==> src/rtl/asa_pkg.sv <==
// ============================================================================
// asa_pkg: shared types and constants for the aligned stack allocator
// Request and result payloads, register indexes, status codes and reset
// values used by the allocator core and its arithmetic unit.
// ============================================================================
package asa_pkg;

    // Configuration port
    localparam int CFG_IDX_W  = 2;
    localparam int CFG_DATA_W = 32;

    localparam logic [CFG_IDX_W-1:0] REG_POOL_SIZE    = 2'd0;
    localparam logic [CFG_IDX_W-1:0] REG_HEADER_BYTES = 2'd1;
    localparam logic [CFG_IDX_W-1:0] REG_BASE_ADDRESS = 2'd2;

    // Register reset values
    localparam logic [31:0] POOL_SIZE_RST    = 32'd65536;
    localparam logic [12:0] HEADER_BYTES_RST = 13'd24;
    localparam logic [31:0] BASE_ADDRESS_RST = 32'd0;

    // Marker slot: 8-byte aligned, 8 bytes long (alignof/sizeof of s64)
    localparam int MARKER_ALIGN = 8;
    localparam int MARKER_BYTES = 8;

    // Status codes
    localparam logic [2:0] ST_OK        = 3'd0;
    localparam logic [2:0] ST_NOSPACE   = 3'd1;
    localparam logic [2:0] ST_ZEROALIGN = 3'd2;
    localparam logic [2:0] ST_EMPTY     = 3'd3;
    localparam logic [2:0] ST_FULL      = 3'd4;

    // Mode codes
    localparam logic MODE_ALLOC = 1'b0;
    localparam logic MODE_FREE  = 1'b1;

    typedef struct packed {
        logic        mode;
        logic [31:0] count;
        logic [31:0] elem_size;
        logic [15:0] align;
    } asa_req_t;

    typedef struct packed {
        logic [2:0]  status;
        logic [31:0] address;
        logic [31:0] freed_bytes;
    } asa_rsp_t;

    // Arithmetic unit control and status
    typedef struct packed {
        logic go;
        logic div;
    } asa_mdu_ctl_t;

    typedef struct packed {
        logic        done;
        logic [15:0] rem;
        logic [63:0] prod;
    } asa_mdu_sts_t;

endpackage

==> src/rtl/asa_ram.sv <==
// ============================================================================
// asa_ram: generic simple dual-port RAM
// One write port and one read port, read data registered.
// ============================================================================
module asa_ram #(
    parameter int WIDTH = 32,
    parameter int DEPTH = 64
) (
    input  logic                                  clk,
    input  logic                                  we,
    input  logic [(DEPTH > 1 ? $clog2(DEPTH) : 1)-1:0] waddr,
    input  logic [WIDTH-1:0]                      wdata,
    input  logic                                  re,
    input  logic [(DEPTH > 1 ? $clog2(DEPTH) : 1)-1:0] raddr,
    output logic [WIDTH-1:0]                      rdata
);

    logic [WIDTH-1:0] mem_reg [DEPTH];
    logic [WIDTH-1:0] rdata_reg;

    // Write port
    always_ff @(posedge clk)
    begin
        if (we)
        begin
            mem_reg[waddr] <= wdata;
        end
    end

    // Registered read port
    always_ff @(posedge clk)
    begin
        if (re)
        begin
            rdata_reg <= mem_reg[raddr];
        end
    end

    assign rdata = rdata_reg;

endmodule

==> src/rtl/asa_mdu.sv <==
// ============================================================================
// asa_mdu: shared iterative multiply / remainder unit
// One 33-bit adder, one bit per cycle. Multiply gives the 64-bit product
// of two 32-bit operands; divide gives the remainder of a 32-bit dividend
// by a 16-bit divisor.
// ============================================================================
module asa_mdu
    import asa_pkg::*;
(
    input  logic         clk,
    input  logic         rst_n,
    input  asa_mdu_ctl_t ctl,
    input  logic [31:0]  opa,
    input  logic [31:0]  opb,
    output asa_mdu_sts_t sts
);

    localparam int STEPS = 32;
    localparam int CNT_W = $clog2(STEPS);

    logic             busy_reg, busy_next;
    logic             done_reg, done_next;
    logic             div_reg,  div_next;
    logic [CNT_W-1:0] cnt_reg,  cnt_next;
    logic [31:0]      acc_reg,  acc_next;
    logic [31:0]      shq_reg,  shq_next;
    logic [31:0]      opb_reg,  opb_next;

    logic [32:0] add_a;
    logic [32:0] add_b;
    logic        add_cin;
    logic [32:0] add_sum;

    // Shared adder: add for multiply, subtract for remainder trial
    always_comb
    begin
        if (div_reg)
        begin
            add_a   = {acc_reg, shq_reg[31]};
            add_b   = ~{1'b0, opb_reg};
            add_cin = 1'b1;
        end
        else
        begin
            add_a   = {1'b0, acc_reg};
            add_b   = shq_reg[0] ? {1'b0, opb_reg} : 33'd0;
            add_cin = 1'b0;
        end
        add_sum = add_a + add_b + {32'd0, add_cin};
    end

    // Step sequencing
    always_comb
    begin
        busy_next = busy_reg;
        done_next = 1'b0;
        div_next  = div_reg;
        cnt_next  = cnt_reg;
        acc_next  = acc_reg;
        shq_next  = shq_reg;
        opb_next  = opb_reg;
        if (ctl.go)
        begin
            busy_next = 1'b1;
            div_next  = ctl.div;
            cnt_next  = '0;
            acc_next  = '0;
            shq_next  = opa;
            opb_next  = opb;
        end
        else if (busy_reg)
        begin
            cnt_next = cnt_reg + 1'b1;
            if (div_reg)
            begin
                // restoring step: keep trial difference when no borrow
                acc_next = add_sum[32] ? add_a[31:0] : add_sum[31:0];
                shq_next = {shq_reg[30:0], 1'b0};
            end
            else
            begin
                acc_next = add_sum[32:1];
                shq_next = {add_sum[0], shq_reg[31:1]};
            end
            if (cnt_reg == CNT_W'(STEPS - 1))
            begin
                busy_next = 1'b0;
                done_next = 1'b1;
            end
        end
    end

    always_ff @(posedge clk or negedge rst_n)
    begin
        if (!rst_n)
        begin
            busy_reg <= 1'b0;
            done_reg <= 1'b0;
            div_reg  <= 1'b0;
            cnt_reg  <= '0;
        end
        else
        begin
            busy_reg <= busy_next;
            done_reg <= done_next;
            div_reg  <= div_next;
            cnt_reg  <= cnt_next;
        end
    end

    always_ff @(posedge clk)
    begin
        acc_reg <= acc_next;
        shq_reg <= shq_next;
        opb_reg <= opb_next;
    end

    assign sts.done = done_reg;
    assign sts.rem  = acc_reg[15:0];
    assign sts.prod = {acc_reg, shq_reg};

endmodule

==> src/rtl/aligned_stack_allocator_core.sv <==
// ============================================================================
// aligned_stack_allocator_core: LIFO pool allocator with marker stack
// A transaction is taken when start is high and busy is low; its result
// appears on result for exactly one cycle with done high, and cannot be
// held off. The rounding of an allocate's occupied offset needs a
// remainder and its size a multiply, both on one shared 1-bit-per-cycle
// adder unit. A free does one marker stack read; a zero alignment or an
// empty-stack free answers straight from idle, with busy kept low; else
// busy stays high until done. Config writes must go in only while busy is
// low; the block itself does not enforce this.
// ============================================================================
module aligned_stack_allocator_core
    import asa_pkg::*;
#(
    parameter int MARK_DEPTH = 64,
    parameter int ADDR_BITS  = 32
) (
    input  logic                  clk,
    input  logic                  rst_n,
    // command channel
    input  logic                  start,
    output logic                  busy,
    input  asa_req_t              request,
    // result channel
    output logic                  done,
    output asa_rsp_t              result,
    // configuration port
    input  logic                  cfg_we,
    input  logic [CFG_IDX_W-1:0]  cfg_index,
    input  logic [CFG_DATA_W-1:0] cfg_data
);

    localparam int MAW   = (MARK_DEPTH > 1) ? $clog2(MARK_DEPTH) : 1;
    localparam int CNT_W = $clog2(MARK_DEPTH + 1);
    localparam logic [33:0] ADDR_MASK =
        (ADDR_BITS >= 34) ? {34{1'b1}} : ((34'd1 << ADDR_BITS) - 34'd1);

    typedef enum logic [5:0] {
        S_IDLE  = 6'b000001,
        S_DIV   = 6'b000010,
        S_MUL   = 6'b000100,
        S_SUM   = 6'b001000,
        S_CHECK = 6'b010000,
        S_POP   = 6'b100000
    } state_t;

    state_t state_reg, state_next;

    // Configuration registers; header_bytes only acts on the occupied offset
    // at the write itself, so it needs no storage of its own
    logic [31:0] pool_size_reg;
    logic [31:0] base_address_reg;

    // Allocator state
    logic [31:0]      occ_reg,   occ_next;
    logic [CNT_W-1:0] mcount_reg, mcount_next;

    // Transaction working registers
    logic [31:0] count_reg,  count_next;
    logic [31:0] esize_reg,  esize_next;
    logic [15:0] align_reg,  align_next;
    logic [32:0] start_reg,  start_next;
    logic [65:0] end_reg,    end_next;

    // Result register
    logic     done_reg, done_next;
    asa_rsp_t rsp_reg,  rsp_next;

    // Arithmetic unit
    asa_mdu_ctl_t mdu_ctl;
    asa_mdu_sts_t mdu_sts;
    logic [31:0]  mdu_opa;
    logic [31:0]  mdu_opb;

    // Marker RAM
    logic           ram_we;
    logic [MAW-1:0] ram_waddr;
    logic           ram_re;
    logic [MAW-1:0] ram_raddr;
    logic [31:0]    ram_rdata;

    logic        accept;
    logic        mark_full;
    logic        no_space;
    logic [33:0] addr_sum;

    assign accept    = start && state_reg == S_IDLE;
    assign mark_full = mcount_reg == CNT_W'(MARK_DEPTH);
    assign no_space  = end_reg > {34'd0, pool_size_reg};
    assign addr_sum  = ({2'b0, base_address_reg} + {1'b0, start_reg}) & ADDR_MASK;

    asa_mdu u_mdu (
        .clk   (clk),
        .rst_n (rst_n),
        .ctl   (mdu_ctl),
        .opa   (mdu_opa),
        .opb   (mdu_opb),
        .sts   (mdu_sts)
    );

    asa_ram #(
        .WIDTH (32),
        .DEPTH (MARK_DEPTH)
    ) u_mark_ram (
        .clk   (clk),
        .we    (ram_we),
        .waddr (ram_waddr),
        .wdata (occ_reg),
        .re    (ram_re),
        .raddr (ram_raddr),
        .rdata (ram_rdata)
    );

    // Sequencer
    always_comb
    begin
        state_next  = state_reg;
        occ_next    = occ_reg;
        mcount_next = mcount_reg;
        count_next  = count_reg;
        esize_next  = esize_reg;
        align_next  = align_reg;
        start_next  = start_reg;
        end_next    = end_reg;
        done_next   = 1'b0;
        rsp_next    = rsp_reg;
        mdu_ctl     = '0;
        mdu_opa     = count_reg;
        mdu_opb     = esize_reg;
        ram_we      = 1'b0;
        ram_waddr   = mcount_reg[MAW-1:0];
        ram_re      = 1'b0;
        ram_raddr   = MAW'(mcount_reg - 1'b1);

        unique case (state_reg)
            S_IDLE:
            begin
                if (accept)
                begin
                    count_next = request.count;
                    esize_next = request.elem_size;
                    align_next = request.align;
                    if (request.mode == MODE_FREE)
                    begin
                        if (mcount_reg == '0)
                        begin
                            done_next = 1'b1;
                            rsp_next  = '{status: ST_EMPTY, address: '0,
                                          freed_bytes: '0};
                        end
                        else
                        begin
                            ram_re     = 1'b1;
                            state_next = S_POP;
                        end
                    end
                    else if (request.align == '0)
                    begin
                        done_next = 1'b1;
                        rsp_next  = '{status: ST_ZEROALIGN, address: '0,
                                      freed_bytes: '0};
                    end
                    else
                    begin
                        // occupied mod align
                        mdu_ctl.go  = 1'b1;
                        mdu_ctl.div = 1'b1;
                        mdu_opa     = occ_reg;
                        mdu_opb     = {16'd0, request.align};
                        state_next  = S_DIV;
                    end
                end
            end

            S_DIV:
            begin
                if (mdu_sts.done)
                begin
                    if (mdu_sts.rem == '0)
                    begin
                        start_next = {1'b0, occ_reg};
                    end
                    else
                    begin
                        start_next = {1'b0, occ_reg} + {17'd0, align_reg - mdu_sts.rem};
                    end
                    // count * elem_size
                    mdu_ctl.go  = 1'b1;
                    mdu_ctl.div = 1'b0;
                    state_next  = S_MUL;
                end
            end

            S_MUL:
            begin
                if (mdu_sts.done)
                begin
                    state_next = S_SUM;
                end
            end

            S_SUM:
            begin
                // round data end up to the marker alignment, add the marker slot
                end_next = ({33'd0, start_reg} + {2'b0, mdu_sts.prod}
                            + 66'(MARKER_ALIGN - 1 + MARKER_BYTES))
                           & ~66'(MARKER_ALIGN - 1);
                state_next = S_CHECK;
            end

            S_CHECK:
            begin
                done_next  = 1'b1;
                state_next = S_IDLE;
                if (no_space)
                begin
                    rsp_next = '{status: ST_NOSPACE, address: '0, freed_bytes: '0};
                end
                else if (mark_full)
                begin
                    rsp_next = '{status: ST_FULL, address: '0, freed_bytes: '0};
                end
                else
                begin
                    ram_we      = 1'b1;
                    mcount_next = mcount_reg + 1'b1;
                    occ_next    = end_reg[31:0];
                    rsp_next    = '{status: ST_OK, address: addr_sum[31:0],
                                    freed_bytes: '0};
                end
            end

            S_POP:
            begin
                done_next   = 1'b1;
                state_next  = S_IDLE;
                mcount_next = mcount_reg - 1'b1;
                occ_next    = ram_rdata;
                rsp_next    = '{status: ST_OK, address: '0,
                                freed_bytes: occ_reg - ram_rdata};
            end

            default:
            begin
                state_next = S_IDLE;
            end
        endcase

        // header write moves the occupied offset while nothing is allocated
        if (cfg_we && cfg_index == REG_HEADER_BYTES && mcount_reg == '0)
        begin
            occ_next = {19'd0, cfg_data[12:0]};
        end
    end

    // Control and allocator state
    always_ff @(posedge clk or negedge rst_n)
    begin
        if (!rst_n)
        begin
            state_reg  <= S_IDLE;
            occ_reg    <= {19'd0, HEADER_BYTES_RST};
            mcount_reg <= '0;
            done_reg   <= 1'b0;
        end
        else
        begin
            state_reg  <= state_next;
            occ_reg    <= occ_next;
            mcount_reg <= mcount_next;
            done_reg   <= done_next;
        end
    end

    // Payload registers
    always_ff @(posedge clk)
    begin
        count_reg <= count_next;
        esize_reg <= esize_next;
        align_reg <= align_next;
        start_reg <= start_next;
        end_reg   <= end_next;
        rsp_reg   <= rsp_next;
    end

    // Configuration registers
    always_ff @(posedge clk or negedge rst_n)
    begin
        if (!rst_n)
        begin
            pool_size_reg    <= POOL_SIZE_RST;
            base_address_reg <= BASE_ADDRESS_RST;
        end
        else if (cfg_we)
        begin
            unique case (cfg_index)
                REG_POOL_SIZE:    pool_size_reg    <= cfg_data;
                REG_BASE_ADDRESS: base_address_reg <= cfg_data;
                default:          ;
            endcase
        end
    end

    assign busy   = state_reg != S_IDLE;
    assign done   = done_reg;
    assign result = rsp_reg;

endmodule
==> config.mk <==
export PLATFORM = sky130hd
export DESIGN_NAME = aligned_stack_allocator_core
export DESIGN_NICKNAME = d
export VERILOG_FILES = /design/src/rtl/asa_pkg.sv /design/src/rtl/asa_ram.sv /design/src/rtl/asa_mdu.sv /design/src/rtl/aligned_stack_allocator_core.sv
export SDC_FILE = /design/constraint.sdc
export NUM_CORES = 2
export LEC_CHECK = 0
export BUFFER_PORTS_ARGS = -buffer_cell sky130_fd_sc_hd__buf_4
export CAP_MARGIN = 20
export CORE_MARGIN = 3
export CORE_UTILIZATION = 45
export CTS_BUF_LIST = sky130_fd_sc_hd__clkbuf_4
export DETAILED_ROUTE_END_ITERATION = 16
export HOLD_SLACK_MARGIN = 0.03
export PLACE_DENSITY = 0.74
export REMOVE_ABC_BUFFERS = 1
export SYNTH_ARGS = -nofsm -noshare
export SYNTH_HDL_FRONTEND = slang
export SYNTH_SLANG_ARGS = --single-unit
==> constraint.sdc <==
create_clock -name clk -period 7.73 [get_ports clk]
set_input_delay 1.546 -clock clk [delete_from_list [all_inputs] [get_ports clk]]
set_output_delay 1.546 -clock clk [all_outputs]
set_load 0.02 [all_outputs]
; ---- Word level (Yosys, flattened, before mapping)
; Memory sizes are Yosys's and may differ from the RTL's. A register that Yosys moved wholly into a read port is not among the register bits.
; Index checks and enable logic that the tools add are counted.
[totals]
ff_bits = 457
ram_bits = 2048
input_bits = 119
out_inout_bits = 69
memories = 1
[classes]
addsub = 11
magnitude_cmp = 1
n_eq_ne = 22
n_mux = 66
bitwise_logic = 1
reduce_logical = 20
[mem_list]
columns = name, depth, word_bits, read_ports, rd_ports_with_merged_regs, write_ports, line
row1 = u_mark_ram.mem_reg, 64, 32, 1, 1, 1, asa_ram.sv:18  ; logic [WIDTH-1:0] mem_reg [DEPTH];
[ops]
columns = cell, count
row1 = $mux W32, 18
row2 = $mux W67, 6
row3 = $pmux W67 S3, 1
row4 = $add A65 B4 Y66 const B, 1
row5 = $gt A66 B32 Y1, 1
row6 = $mux W33, 2
row7 = $add A33 B64 Y65, 1
row8 = $pmux W32 S2, 1
row9 = $mux W6, 6
row10 = $add A32 B16 Y33, 1
row11 = $add A33 B1 Y33, 1
row12 = $add A33 B33 Y33, 1
row13 = $not A32 Y33, 1
row14 = $add A32 B32 Y32, 1
row15 = $logic_not A16 Y1, 2
row16 = $sub A32 B32 Y32, 1
row17 = $pmux W6 S4, 1
row18 = $mux W1, 20
row19 = $sub A16 B16 Y16, 1
row20 = $mux W7, 2
row21 = $pmux W7 S2, 1
row22 = $ne A3 B3 Y1 const B, 4
row23 = $mux W5, 2
row24 = $mux W2, 4
row25 = 29 further kinds, 41

; ---- Longest topological paths before layout
[depth]
depth_word = 7
mapped_depth = 22
ltp_nobuf = 22

; ---- Modules after synthesis
; Synthesis repeated with hierarchy kept, for this count alone.
[hier_totals]
cells_unflattened = 6248
hier_area_um2 = 107658.3
[by_module_without_submodules]
columns = mod, n_inst, cells_per_inst, area_each_um2
row1 = asa_ram, 1, 3324, 78833.1
row2 = aligned_stack_allocator_core, 1, 2094, 21375.5
row3 = asa_mdu, 1, 830, 7449.6

; ---- Least setup slack after synthesis
; No wires, ideal clock.
[synth_timing]
path_kind = register to register
start = reg mcount_reg[0]
end = reg rsp_reg, in the netlist result[0] (enable)
setup_time_ns = 0.585
t_arrival_ns = 6.959
required_ns = 7.145
path_slack_ns = 0.186
path_stages_with_launch = 12
n_path_buf = 4
period_less_slack_ns = 7.544
cell_sequence = dfrtp_1 -> clkbuf_1 -> buf_2 -> buf_2 -> buf_1 -> inv_1 -> ha_1 -> nand2_1 -> or3_1 -> nor2_1 -> mux2i_1 -> o21ai_0
[synth_via]
elab_chain_len = 3
[synth_rtl]
columns = item, line
row1 = "start, declared", aligned_stack_allocator_core.sv:56  ; logic [CNT_W-1:0] mcount_reg, mcount_next;
row2 = "start signal, assigned", aligned_stack_allocator_core.sv:270  ; mcount_reg <= mcount_next;
row3 = $logic_not A7 Y1, aligned_stack_allocator_core.sv:145  ; if (mcount_reg == '0)
row4 = $ne A3 B2 Y1 (no line), n/a
row5 = $reduce_and A4 Y1 (no line), n/a
row6 = "end signal, assigned", aligned_stack_allocator_core.sv:283  ; rsp_reg <= rsp_next;
row7 = "end, declared", aligned_stack_allocator_core.sv:67  ; asa_rsp_t rsp_reg, rsp_next;
; No other way between the ends.
; A chain may end at the register's enable or synchronous reset.

; ---- Worst setup path in the final report
[layout_timing]
start = reg u_mdu.acc_reg[0]
end = reg start_reg[24] (data pin)
[layout_via]
elab_chain_len = 3
word_cells_on_any_way = 4
cone_classes = 2 x add/sub / 1 x mux / 1 x reduce/logical
[layout_rtl]
columns = item, line
row1 = "start, declared", asa_mdu.sv:25  ; logic [31:0] acc_reg, acc_next;
row2 = "start signal, assigned", asa_mdu.sv:113  ; acc_reg <= acc_next;
row3 = $sub A16 B16 Y16, aligned_stack_allocator_core.sv:185  ; start_next = {1'b0, occ_reg} + {17'd0, align_reg - mdu_sts.rem};
row4 = $add A32 B16 Y33, aligned_stack_allocator_core.sv:185
row5 = $mux W32 (*), aligned_stack_allocator_core.sv:179  ; if (mdu_sts.rem == '0)
row6 = "end signal, assigned", aligned_stack_allocator_core.sv:281  ; start_reg <= start_next;
row7 = "end, declared", aligned_stack_allocator_core.sv:62  ; logic [32:0] start_reg, start_next;
; Mark *: on every way between the ends. The rest lies on a longest branch, timed or not.

==> flow_summary.yaml <==
finish:
  nFillCells: 18560
  final_util_pct: 51.5
  nNetsFinal: 6792
  largest_reg_flops: 2048
  area_delta_synth_final_pct: 13.3
  fin_cells: 10037
  drive_above_1_share_pct: 31.5
sta:
  final.min_clock_period_ns: 5.12
  rsz0062_at_grt: "no"
  finalSetupViolations: 0
  slew_viol_final: 0
  max_freq_mhz: 195
  setup_tns_ns: 0
  hold_ws_ns: 0.348
  fin_crit_sh_pct: 66.2
  skew_ns: 0.174
  tightest_slew_ns: 1.15
  hold_viol: 0
  max_slew_margin_pct: 23.4
place:
  dp_hpwl_mm: 165
  port_buffers: 187
  dp_cells: 8928
  routabilityCongestion: 0.914
power_and_ir_drop:
  leakagePower_uw: 0.0367
  p_per_area_nw_per_um2: 281
  vdd_drop_max_v: 0.000198
floorplan:
  rows: 177
  initial_utilization_pct: 45.5
  die_y_um: 492
  io_pins: 188
  core-area_sq_um: 234000
  die_w_um: 492
  dieArea_sq_um: 242000
synth:
  synth-edff-count: 2386
  dominantRegCellSynth: "edfxtp_1"
  synth_area_sq_um: 106000
  synth_seq_area_share_pct: 70.8
  ys_seq_elements: 2536
  synth_cell_types: 82
  async_flop_share_pct: 4.65
  synthCells: 5737
  yosys_warnings: 0
  syn_avg_cell_area_sq_um: 18.5
clock_tree:
  h-tree-depth: 6
  clk_latency_ns: 1.45
  cts_buffers: 640
  cts_tree: "yes"
  cts_root_buf: "clkbuf_4"
  cts_resized: 0
  cts.sinks: 2536
  clk_pin_slew_ns: 0.07
  max-clock-path-buffers: 4
drt:
  final_antenna_net_count: 0
  via_per_inst: 5.94
  firstDrtPassIters: 9
  drc: 0
  initialDrtViolationCount: 7518
  via_count: 59626
  wl_mm: 281
  drt-wirelength-per-cell_um: 28.0
setup_path:
  critPathMaxFanout: 7
  critical_path_class: "reg -> reg"
  worstPathArrival_ns: 6.17
  regToRegSetupSlack_ns: 2.61
  endpoint_kind: "register"
  crit_required_ns: 8.79
  start_kind: "register"
global_routing:
  grt_usage_pct: 23.0
  grt_overflow_total: 0
  grt_max_degree: 113
  grt_pass1_vias: 59978
  grt_first_pass_wirelength_mm: 407
  grt_antenna_before_repair: 11
run:
  drv_cap: 0
outcome:
  status: "finished clean"
worst_hold_path:
  holdCritPathClass: "in -> reg"
## cells in the mapped netlist (23+ instances only)
master	number	area (sq um)
o22ai_1	44	275
inv_1	141	529
clkbuf_1	209	785
xor2_1	72	631
dfrtp_1	114	2850
edfxtp_1	2386	71600
buf_1	42	158
ha_1	223	2790
nor4_1	23	144
nor2_1	288	1080
nand4_1	31	194
dfxtp_1	32	641
a21oi_1	216	1080
mux2i_1	86	861
mux4_2	672	15100
mux2_2	56	631
nand3_1	58	290
o21ai_0	186	931
nor3_1	31	155
a21o_1	77	578
nand2_1	272	1020
xnor2_1	124	1090
and2_1	25	156
## timing repair
item | CTS | global route
hold buffers | 1 | 0
hold endpoints to repair | 2 | 0
endpoints found under the setup margin | 0 | 0
buffers inserted | 0 | 0
## path summary, 6_finish.rpt
| check | from | to | cells after the start |
|---|---|---|---|
| worst max-delay path | u_mdu.acc_reg[0] | start_reg[24] | 20 |
| worst min-delay path | request[77] | count_reg[29] | 1 |
| worst max register to register | u_mdu.acc_reg[0] | start_reg[24] | 20 |
| worst min register to register | end_reg[15] | occ_reg[15] | 2 |
| max in group asynchronous | rst_n | occ_reg[17] | 3 |
| min in group asynchronous | rst_n | base_address_reg[31] | 2 |
## placed cells by master, fill, tap and decap left out, drive strengths merged, types with 14 or more instances in the layout
cell type     n
a211oi       20
a21o         77
a21oi       216
a31o         14
a31oi        17
and2         25
and3         21
buf         338
bufinv       17
clkbuf      899
clkinv      158
dfrtp       114
dfxtp        32
edfxtp     2386
ha          223
inv         157
mux2         56
mux2i        86
mux4        672
nand2       272
nand2b       15
nand3        58
nand4        31
nor2        288
nor2b        20
nor3         32
nor4         23
o211ai       22
o21a         16
o21ai       191
o21bai       19
o22ai        44
xnor2       125
xor2         72
## worst max-delay path, cell delays in order, from the launching register on
cell and delay, ns:
dfxtp_1 0.40, ha_1 0.26, fa_1 0.42, nor2b_1 0.12, o21ai_0 0.10, a21boi_0 0.26
o21ai_0 0.14, a21boi_0 0.34, o2111ai_1 0.14, nand3_1 0.10, nor2_1 0.06, xnor2_1 0.13
ha_1 0.38, nand2_1 0.09, o311ai_0 0.46, o21ai_0 0.26, o21bai_1 0.18, a21oi_1 0.12
nor2_1 0.50, nand3_1 0.18, xnor2_1 0.19
## cells by family (layout without fill, tap and decap cells)
| kind of cell | count (synthesis) | after routing | share of synthesized area [%] |
|---|---|---|---|
| flip-flops | 2536 | 2536 | 70.8 |
| AND/OR/NAND/NOR | 842 | 842 | 3.63 |
| multiplexers | 814 | 814 | 15.6 |
| AO/OA/AOI/OAI | 703 | 703 | 4.08 |
| buffers and inverters | 416 | 1572 | 1.51 |
| adder cells (fa/ha/maj) | 229 | 229 | 2.74 |
| XOR/XNOR | 197 | 197 | 1.64 |
| other | 0 | 12 | 0 |
## metal layers
metal  vias to the layer above  routed length (um)  GRT usage [%]
li1                      24998                   -              -
met1                     30516              106000           31.3
met2                      3587              133000           36.2
met3                       521               31500           5.28
met4                         4               10200           8.92
met5                         -                  69              0
## power breakdown
group / internal (uW) / switching (uW)
clock: 5920 / 5320
sequential: 15800 / 484
combinational: 2530 / 3830
## layout make-up
class	instances	area [sq um]	area share (%)
Clock buffer	899	6750	5.60
Tap cell	3132	3920	3.25
Clock inverter	192	1200	0.999
Timing Repair Buffer	339	2670	2.22
Inverter	142	534	0.443
Antenna cell	12	30.0	0.0249
Sequential cell	2536	75300	62.5
Multi-Input combinational cell	2785	30100	25.0
## metrics by stage
| step | setup WS (ns) | power [uW] | cell area, sq um |
|---|---|---|---|
| after CTS | 2.70 | 34000 | 120000 |
| after detailed placement | 2.38 | 22800 | 112000 |
| after global routing | 2.09 | 35500 | 120000 |
| after floorplan | -27.25 | 20900 | 105000 |
| final | 2.61 | 33900 | 120000 |
| after global placement | 2.46 | 22700 | 112000 |
Power figures use the tool's default switching activity.
